<file path="src/rtl/nnis_div.sv">
// ----------------------------------------------------------------------------
// nnis_div
// Restoring divider, one quotient bit per cycle. The caller guarantees the
// quotient fits in DW bits, so only DW steps are run.
// ----------------------------------------------------------------------------
module nnis_div #(
   parameter  int NW = 17,
   parameter  int DW = 9,
   localparam int CNT_W = $clog2(DW + 1)
) (
   input  logic          clock,
   input  logic          reset,
   input  logic          load,
   input  logic [NW-1:0] dividend,
   input  logic [DW-1:0] divisor,
   output logic          busy,
   output logic [DW-1:0] quotient
);

   logic [DW-1:0]    rem_ff, rem_in;
   logic [DW-1:0]    sh_ff, sh_in;
   logic [DW-1:0]    div_ff, div_in;
   logic [CNT_W-1:0] cnt_ff, cnt_in;
   logic [DW:0]      trial;
   logic [DW:0]      diff;
   logic             ge;

   always_comb begin
      trial  = {rem_ff, sh_ff[DW-1]};
      diff   = trial - {1'b0, div_ff};
      ge     = (trial >= {1'b0, div_ff});
      rem_in = rem_ff;
      sh_in  = sh_ff;
      div_in = div_ff;
      cnt_in = cnt_ff;
      if (load) begin
         // upper part of the dividend is already below the divisor
         rem_in = DW'(dividend[NW-1:DW]);
         sh_in  = dividend[DW-1:0];
         div_in = divisor;
         cnt_in = CNT_W'(DW);
      end else if (busy) begin
         rem_in = ge ? diff[DW-1:0] : trial[DW-1:0];
         sh_in  = {sh_ff[DW-2:0], ge};
         cnt_in = cnt_ff - 1'b1;
      end
   end

   always_ff @(posedge clock) begin
      rem_ff <= rem_in;
      sh_ff  <= sh_in;
      div_ff <= div_in;
      if (reset) begin
         cnt_ff <= '0;
      end else begin
         cnt_ff <= cnt_in;
      end
   end

   assign busy     = (cnt_ff != '0);
   assign quotient = sh_ff;

endmodule

</file>
<file path="config.mk">
export PLATFORM = sky130hd
export DESIGN_NAME = nnis_div
export DESIGN_NICKNAME = d
export VERILOG_FILES = /design/src/rtl/nnis_div.sv
export SDC_FILE = /design/constraint.sdc
export NUM_CORES = 1
export LEC_CHECK = 0
export BUFFER_PORTS_ARGS = -buffer_cell sky130_fd_sc_hd__clkbuf_2
export CAP_MARGIN = 40
export CORE_ASPECT_RATIO = 1.25
export CORE_MARGIN = 2
export CORE_UTILIZATION = 48
export DETAILED_ROUTE_END_ITERATION = 16
export PLACE_DENSITY = 0.71
export RECOVER_POWER = 25
export SYNTH_ARGS = -nofsm -noshare
export SYNTH_HDL_FRONTEND = slang
export SYNTH_SLANG_ARGS = --single-unit
</file>
<file path="constraint.sdc">
create_clock -name clock -period 2.3 [get_ports clock]
set_input_delay 0.46 -clock clock [delete_from_list [all_inputs] [get_ports clock]]
set_output_delay 0.46 -clock clock [all_outputs]
set_load 0.01 [all_outputs]
</file>
==> flow_metrics.tcl, run 1 <==
set metrics [dict create \
    status "finished with violations" \
    violations "negative setup slack" \
    boundaryPins 39 \
    floorplan.initialDensity_pct 49.75 \
    mean_post_synth_cell_area_sq_um 11.79 \
    worst_setup_path_start_kind "flip-flop" \
    rsz0062_at_grt "yes" \
    wire_length_of_the_first_global_routing_pass_microns 6258 \
    dp_hpwl_microns 2741 \
    cp_cell_sequence "ha_1 > a2111oi_1 > o21ai_1 > a22oi_4 > buf_6 > mux2i_2 > o21ai_1" \
    synth-xor-area-share_pct 4.549 \
    grt_max_degree 25 \
    synth_cells 147 \
    detail_route.drc_violations 0 \
    floorplan.die.width_microns 57.74 \
    multiInputGateArea_sq_um 804.5 \
    period_minus_slack_ps 2415 \
    synth_compound_gate_area_share_pct 11.26 \
    reg2reg_depth 7 \
    total_power_uw 2555 \
    crit_type "flip-flop to flip-flop" \
    cts-root-buf "clkbuf_8" \
    synth-seq-area-share_pct 50.83 \
    p_switching_uw 919.6 \
    finalSetupViolCount 10 \
    clock_skew_ps 4.649 \
    max_clock_buf_depth 2 \
    drt-wirelength-per-cell_microns 15.42 \
    floorplan.rows 24 \
    share_of_power_burned_in_the_clock_network_pct 16.3 \
    gpl_congestion 0.8064 \
    irDropWorstVdd_uv 768.8 \
    fmax_mhz 414.1 \
    timing.setup.tns_ps -670.8 \
    critical-path-max-stage-delay_ps 490 \
    diodes 0 \
    die_area_sq_um 4110 \
    cts.reportedPaths.clkPinSlew_ps 70 \
    firstDrtPassIters 4 \
    number_of_max_cap_violations 0 \
    finalCritPeriodShare_pct 105.0 \
    cts.htree.levels 2 \
    finalMaxSlewViolations 0 \
    critPathCaptureType "flip-flop" \
    min_path_type "input port to flip-flop" \
    power.static_leakage_uw 0.0009879 \
    worst_slew_margin_rel_pct 63.63 \
    synth_mux_area_share_pct 8.664 \
    timing.final.ws_setup_ps -115.0 \
    yosysWarnings 0 \
    remaining_global_route_overflow 0 \
    clkSinkCount 31 \
    filler_cell_count 278 \
    tritoncts "built" \
    routed_antenna_nets 0 \
    routed-via-count 1341 \
    synth_seq_cells 31 \
    areal_power_density_over_the_cells_nw_per_um2 1171 \
    synth_top_family_by_area "compound AO/OA/AOI/OAI gates" \
    cp_slowest_cell "a2111oi_1" \
    tightestPinTransition_ps 543.2 \
    final-hold-violation-count 0 \
    dpl.cell_count 232 \
    sequential_cell_area_sq_um 880.8 \
    dr.first_iter.drc_count 29 \
    worst_ep_required_time_ps 2330 \
    synth.net_count 188 \
    clock_insertion_delay_worst_skew_ps 280 \
    cp.arrival_ps 2450 \
    io_buffers 38 \
    swShare_pct 35.99 \
    floorplan.core_area_sq_um 3483 \
    layout-area-overhead-vs-synth_pct 25.92 \
    antenna_violations_before_repair 0 \
    vias_in_the_first_global_route 1373 \
    critPathMaxFanout 4 \
    avgViaCountPerCell 5.541 \
    layout.cells.most_common_list "38 x clkbuf_2, 26 x edfxtp_1, 13 x buf_4, 12 x inv_1" \
    crit_buf_inv 1 \
    critical-path-top-cell-by-count "o21ai_1" \
    crit_path_cell_count 7 \
    combinationalPowerShare_pct 49.9 \
    worst_hold_path.num_cells 1 \
    final_common_cell "clkbuf_2" \
    routed_wl_microns 3731 \
    synthSimpleGateAreaFrac_pct 10.83 \
    cts_made_buffers 5 \
    sequentialPowerShare_pct 33.8 \
    synth_area_sq_um 1733 \
    nets 243 \
    synth_cell_type_count 42 \
    grt_use_total_pct 20.00 \
    die_y_microns 71.18 \
    hold_fix_buffers_cts 0 \
    p_int_uw 1635 \
    critPathTopFamily "compound AO/OA/AOI/OAI gates" \
    instances_no_fill 242 \
    post_route_cells_drive_above_1_share_pct 39.90 \
    post_synth_fa_ha_maj_area_fraction_pct 9.097 \
]
-- registers in the layout, summed over array words and instances, names as in the netlist --
register	flops
div_ff	9
rem_ff	9
quotient	9
cnt_ff	4
-- per-layer routing --
metal / track usage, % / routed length [microns] / vias to the layer above
met2: 33.71 / 1932 / 49
li1: - / - / 649
met1: 24.37 / 1526 / 635
met5: 0 / 0 / -
met4: 8.010 / 86 / 0
met3: 4.753 / 186 / 8
-- repair_timing --
action                                  in CTS  in global routing
endpoints found under the setup margin      10                 10
setup buffers                                1                  1
resized for setup                            7                  2
pin swaps                                    2                  2
endpoints found under the hold margin        0                  0
-- power groups by stage --
| stage | Combinational (uW) | Clock [uW] | Sequential, uW |
|---|---|---|---|
| after detailed placement | 1160 | 0 | 869 |
| after global placement | 1120 | 0 | 865 |
| after floorplan | 819 | 0 | 861 |
| after CTS | 1250 | 426 | 863 |
| final | 1280 | 416 | 863 |
| after global routing | 1390 | 449 | 877 |
-- final cells by class --
type,instances,area share (%)
timing repair buffer,53,14.22
tap,39,2.236
clock buffer,6,3.326
sequential,31,40.37
inverter,14,2.408
multi-input combinational,97,36.87
clock inverter,2,0.5734
-- per-stage QoR --
stage | instance area (sq um) | util, % | hold WS, ps | setup WS (ps)
detailed placement | 2046 | 58.73 | 545.0 | -138.9
floorplan | 1739 | - | 491.5 | -143.7
global route | 2182 | 62.64 | 338.5 | -190.9
finish | 2182 | 62.64 | 346.6 | -115.0
global placement | 2046 | 58.73 | 509.0 | -51.79
CTS | 2165 | 62.14 | 341.0 | -95.71
-- path summary, 6_finish.rpt --
check	from	endpoint	slack (ps)
max	rem_ff[6]	rem_ff[6]	-110
min	divisor[0]	div_ff[0]	350
max reg2reg	rem_ff[6]	rem_ff[6]	-110
min reg2reg	cnt_ff[1]	cnt_ff[1]	560
-- kinds of logic (layout without fill, tap and decap cells) --
group	after synthesis	count (layout)
AO/OA/AOI/OAI	28	28
adder cells (fa/ha/maj)	12	12
flip-flops	31	31
AND/OR/NAND/NOR	34	34
buffers and inverters	19	75
multiplexers	14	14
XOR/XNOR	9	9
-- synthesized netlist by cell type, drive strengths merged --
library cell / n / share of area (%)
a211oi: 2 / 0.87
nand3: 2 / 0.58
dfxtp: 5 / 5.8
a21oi: 8 / 2.5
clkinv: 1 / 0.22
nand2b: 1 / 0.36
a22oi: 1 / 1.2
clkbuf: 3 / 0.65
nor3: 3 / 0.87
o41ai: 1 / 0.51
o311ai: 1 / 0.51
and4b: 1 / 0.58
a31oi: 1 / 0.36
o21ai: 8 / 2.3
nor3b: 1 / 0.72
buf: 2 / 1.1
mux2: 8 / 5.2
o31ai: 2 / 0.87
edfxtp: 26 / 45
nand4: 2 / 0.72
and2: 1 / 0.36
nor2: 4 / 0.87
or3: 4 / 1.7
mux2i: 6 / 3.5
fa: 1 / 1.2
nand2: 10 / 2.2
xor2: 4 / 2.0
a32oi: 1 / 0.51
inv: 13 / 2.8
a2111oi: 1 / 0.51
a311o: 1 / 0.65
xnor2: 5 / 2.5
ha: 11 / 7.9
a21o: 1 / 0.43
and3: 2 / 0.79
nor4: 1 / 0.36
nor2b: 2 / 0.72
No activity file was read; power rests on OpenSTA's default activity.
==> inputs of run 2 (changes only) <==
BUFFER_PORTS_ARGS = not set   (was -buffer_cell sky130_fd_sc_hd__clkbuf_2)
CORE_UTILIZATION = 56   (was 48)
DONT_BUFFER_PORTS = 1   (was not set)
PLACE_DENSITY = 0.7   (was 0.71)
==> run 2 against run 1 <==
The run still ends with negative setup slack left. Routed wire length shrank 15%. Flip-flop and latch count unchanged. Setup slack worse by 17 ps. Count of clock-buffer cells in the layout unchanged. Non-clock buffer count is 43 lower. Largest power group unchanged. Highest routed layer unchanged.
==> flow_metrics.tcl, run 2 (synthesis results as in run 1) <==
set metrics [dict create \
    status "finished with violations" \
    violations "negative setup slack" \
    layout-area-overhead-vs-synth_pct 11.41 \
    hold_fix_buffers_cts 0 \
    worst_slew_margin_rel_pct 63.94 \
    routed_antenna_nets 0 \
    floorplan.core_area_sq_um 2945 \
    firstDrtPassIters 4 \
    sequential_cell_area_sq_um 880.8 \
    min_path_type "input port to flip-flop" \
    layout.core_utilization_pct 65.55 \
    rsz0062_at_grt "yes" \
    finalMaxSlewViolations 0 \
    clkSinkCount 31 \
    pre_cts_ws_ps -133.0 \
    drt-wirelength-per-cell_microns 16.23 \
    boundaryPins 39 \
    vias_in_the_first_global_route 1105 \
    multiInputGateArea_sq_um 815.8 \
    dp_hpwl_microns 2229 \
    filler_cell_count 213 \
    fin_worst_hold_slack_ps 186.7 \
    die_y_microns 66.20 \
    finalSetupViolCount 10 \
    cts.reportedPaths.clkPinSlew_ps 100 \
    cts-root-buf "clkbuf_4" \
    power.static_leakage_uw 0.0007958 \
    fmax_mhz 411.3 \
    combinationalPowerShare_pct 50.7 \
    floorplan.rows 22 \
    p_int_uw 1516 \
    irDropWorstVdd_uv 686.9 \
    p_switching_uw 864.1 \
    max_clock_buf_depth 2 \
    critPathCaptureType "flip-flop" \
    floorplan.initialDensity_pct 58.84 \
    timing.final.ws_setup_ps -131.6 \
    gpl_congestion 0.8632 \
    tightestPinTransition_ps 538.6 \
    number_of_max_cap_violations 0 \
    routed-via-count 1110 \
    grt_max_degree 38 \
    cts.htree.levels 2 \
    clock_insertion_delay_worst_skew_ps 320 \
    sequentialPowerShare_pct 36.8 \
    grt_use_total_pct 20.22 \
    avgViaCountPerCell 5.663 \
    tritoncts "built" \
    io_buffers 0 \
    swShare_pct 36.31 \
    die_area_sq_um 3558 \
    critPathMaxFanout 3 \
    detail_route.drc_violations 0 \
    layout.cells.most_common_list "26 x edfxtp_1, 12 x inv_1, 11 x ha_1, 10 x nand2_1" \
    dpl.cell_count 187 \
    routed_wl_microns 3181 \
    instances_no_fill 196 \
    areal_power_density_over_the_cells_nw_per_um2 1233 \
    remaining_global_route_overflow 0 \
    worst_ep_required_time_ps 2370 \
    cts_made_buffers 5 \
    floorplan.die.width_microns 53.76 \
    diodes 0 \
    final_common_cell "edfxtp_1" \
    setup.reg_to_reg.worst_slack_ps -130 \
    post_route_cells_drive_above_1_share_pct 25.00 \
    antenna_violations_before_repair 0 \
    cp.arrival_ps 2500 \
    share_of_power_burned_in_the_clock_network_pct 12.4 \
    period_minus_slack_ps 2432 \
    dr.first_iter.drc_count 32 \
    nets 200 \
    crit_type "flip-flop to flip-flop" \
    final-hold-violation-count 0 \
    clock_skew_ps 13.18 \
    wire_length_of_the_first_global_routing_pass_microns 4968 \
    finalCritPeriodShare_pct 105.7 \
    timing.setup.tns_ps -761.7 \
    worst_setup_path_start_kind "flip-flop" \
]
-- run 2: cell types whose count changed in the layout (fill, tap and decap cells not counted), moves of 5 or more --
cell and change:
clkbuf_8 -5, buf_4 -5, clkbuf_2 -38, clkbuf_4 +5
-- run 2: per-stage QoR --
step	cell area [sq um]	power (uW)
2_1_floorplan	1739	1680
3_3_place_gp	1822	1906
3_5_place_dp	1822	1933
4_1_cts	1901	2305
5_1_grt	1931	2532
6_report	1931	2380
-- run 2: final timing paths --
path,cells past startpoint,to,start
max,11,rem_ff[1],quotient[8]
min,1,cnt_ff[3],reset
max reg2reg,11,rem_ff[1],quotient[8]
min reg2reg,2,cnt_ff[1],cnt_ff[1]
-- run 2: power by group through the flow --
| stage | Combinational, uW | Clock, uW | Sequential [uW] |
|---|---|---|---|
| after floorplan | 819 | 0 | 861 |
| after detailed placement | 1050 | 0 | 887 |
| final | 1210 | 296 | 877 |
| after global placement | 1030 | 0 | 879 |
| after CTS | 1120 | 311 | 874 |
| after global routing | 1310 | 326 | 894 |
-- run 2: repair_timing --
item,CTS,global route
endpoints found under the setup margin,8,10
setup buffers,1,0
resized for setup,4,7
pin swaps,1,0
-- run 2: critical path: stages, from the launching register on --
cell and delay [ps]:
edfxtp_1 400, inv_1 70, ha_1 150, inv_2 50
fa_2 340, a21oi_2 130, nor2b_1 70, a311o_2 350
a22oi_4 180, buf_6 140, mux2i_2 230, o21ai_1 80
-- run 2: cell type report --
class / count / share of cell area [%]
multi-input combinational: 97 / 42.26
inverter: 14 / 2.722
clock buffer: 6 / 2.139
tap: 36 / 2.333
timing repair buffer: 10 / 4.277
clock inverter: 2 / 0.6481
sequential: 31 / 45.63
-- run 2: layer usage --
layer | wire [microns] | GRT usage, %
met1 | 1375 | 23.65
met5 | 0 | 0
met2 | 1679 | 33.38
met4 | 24 | 7.692
met3 | 102 | 6.787
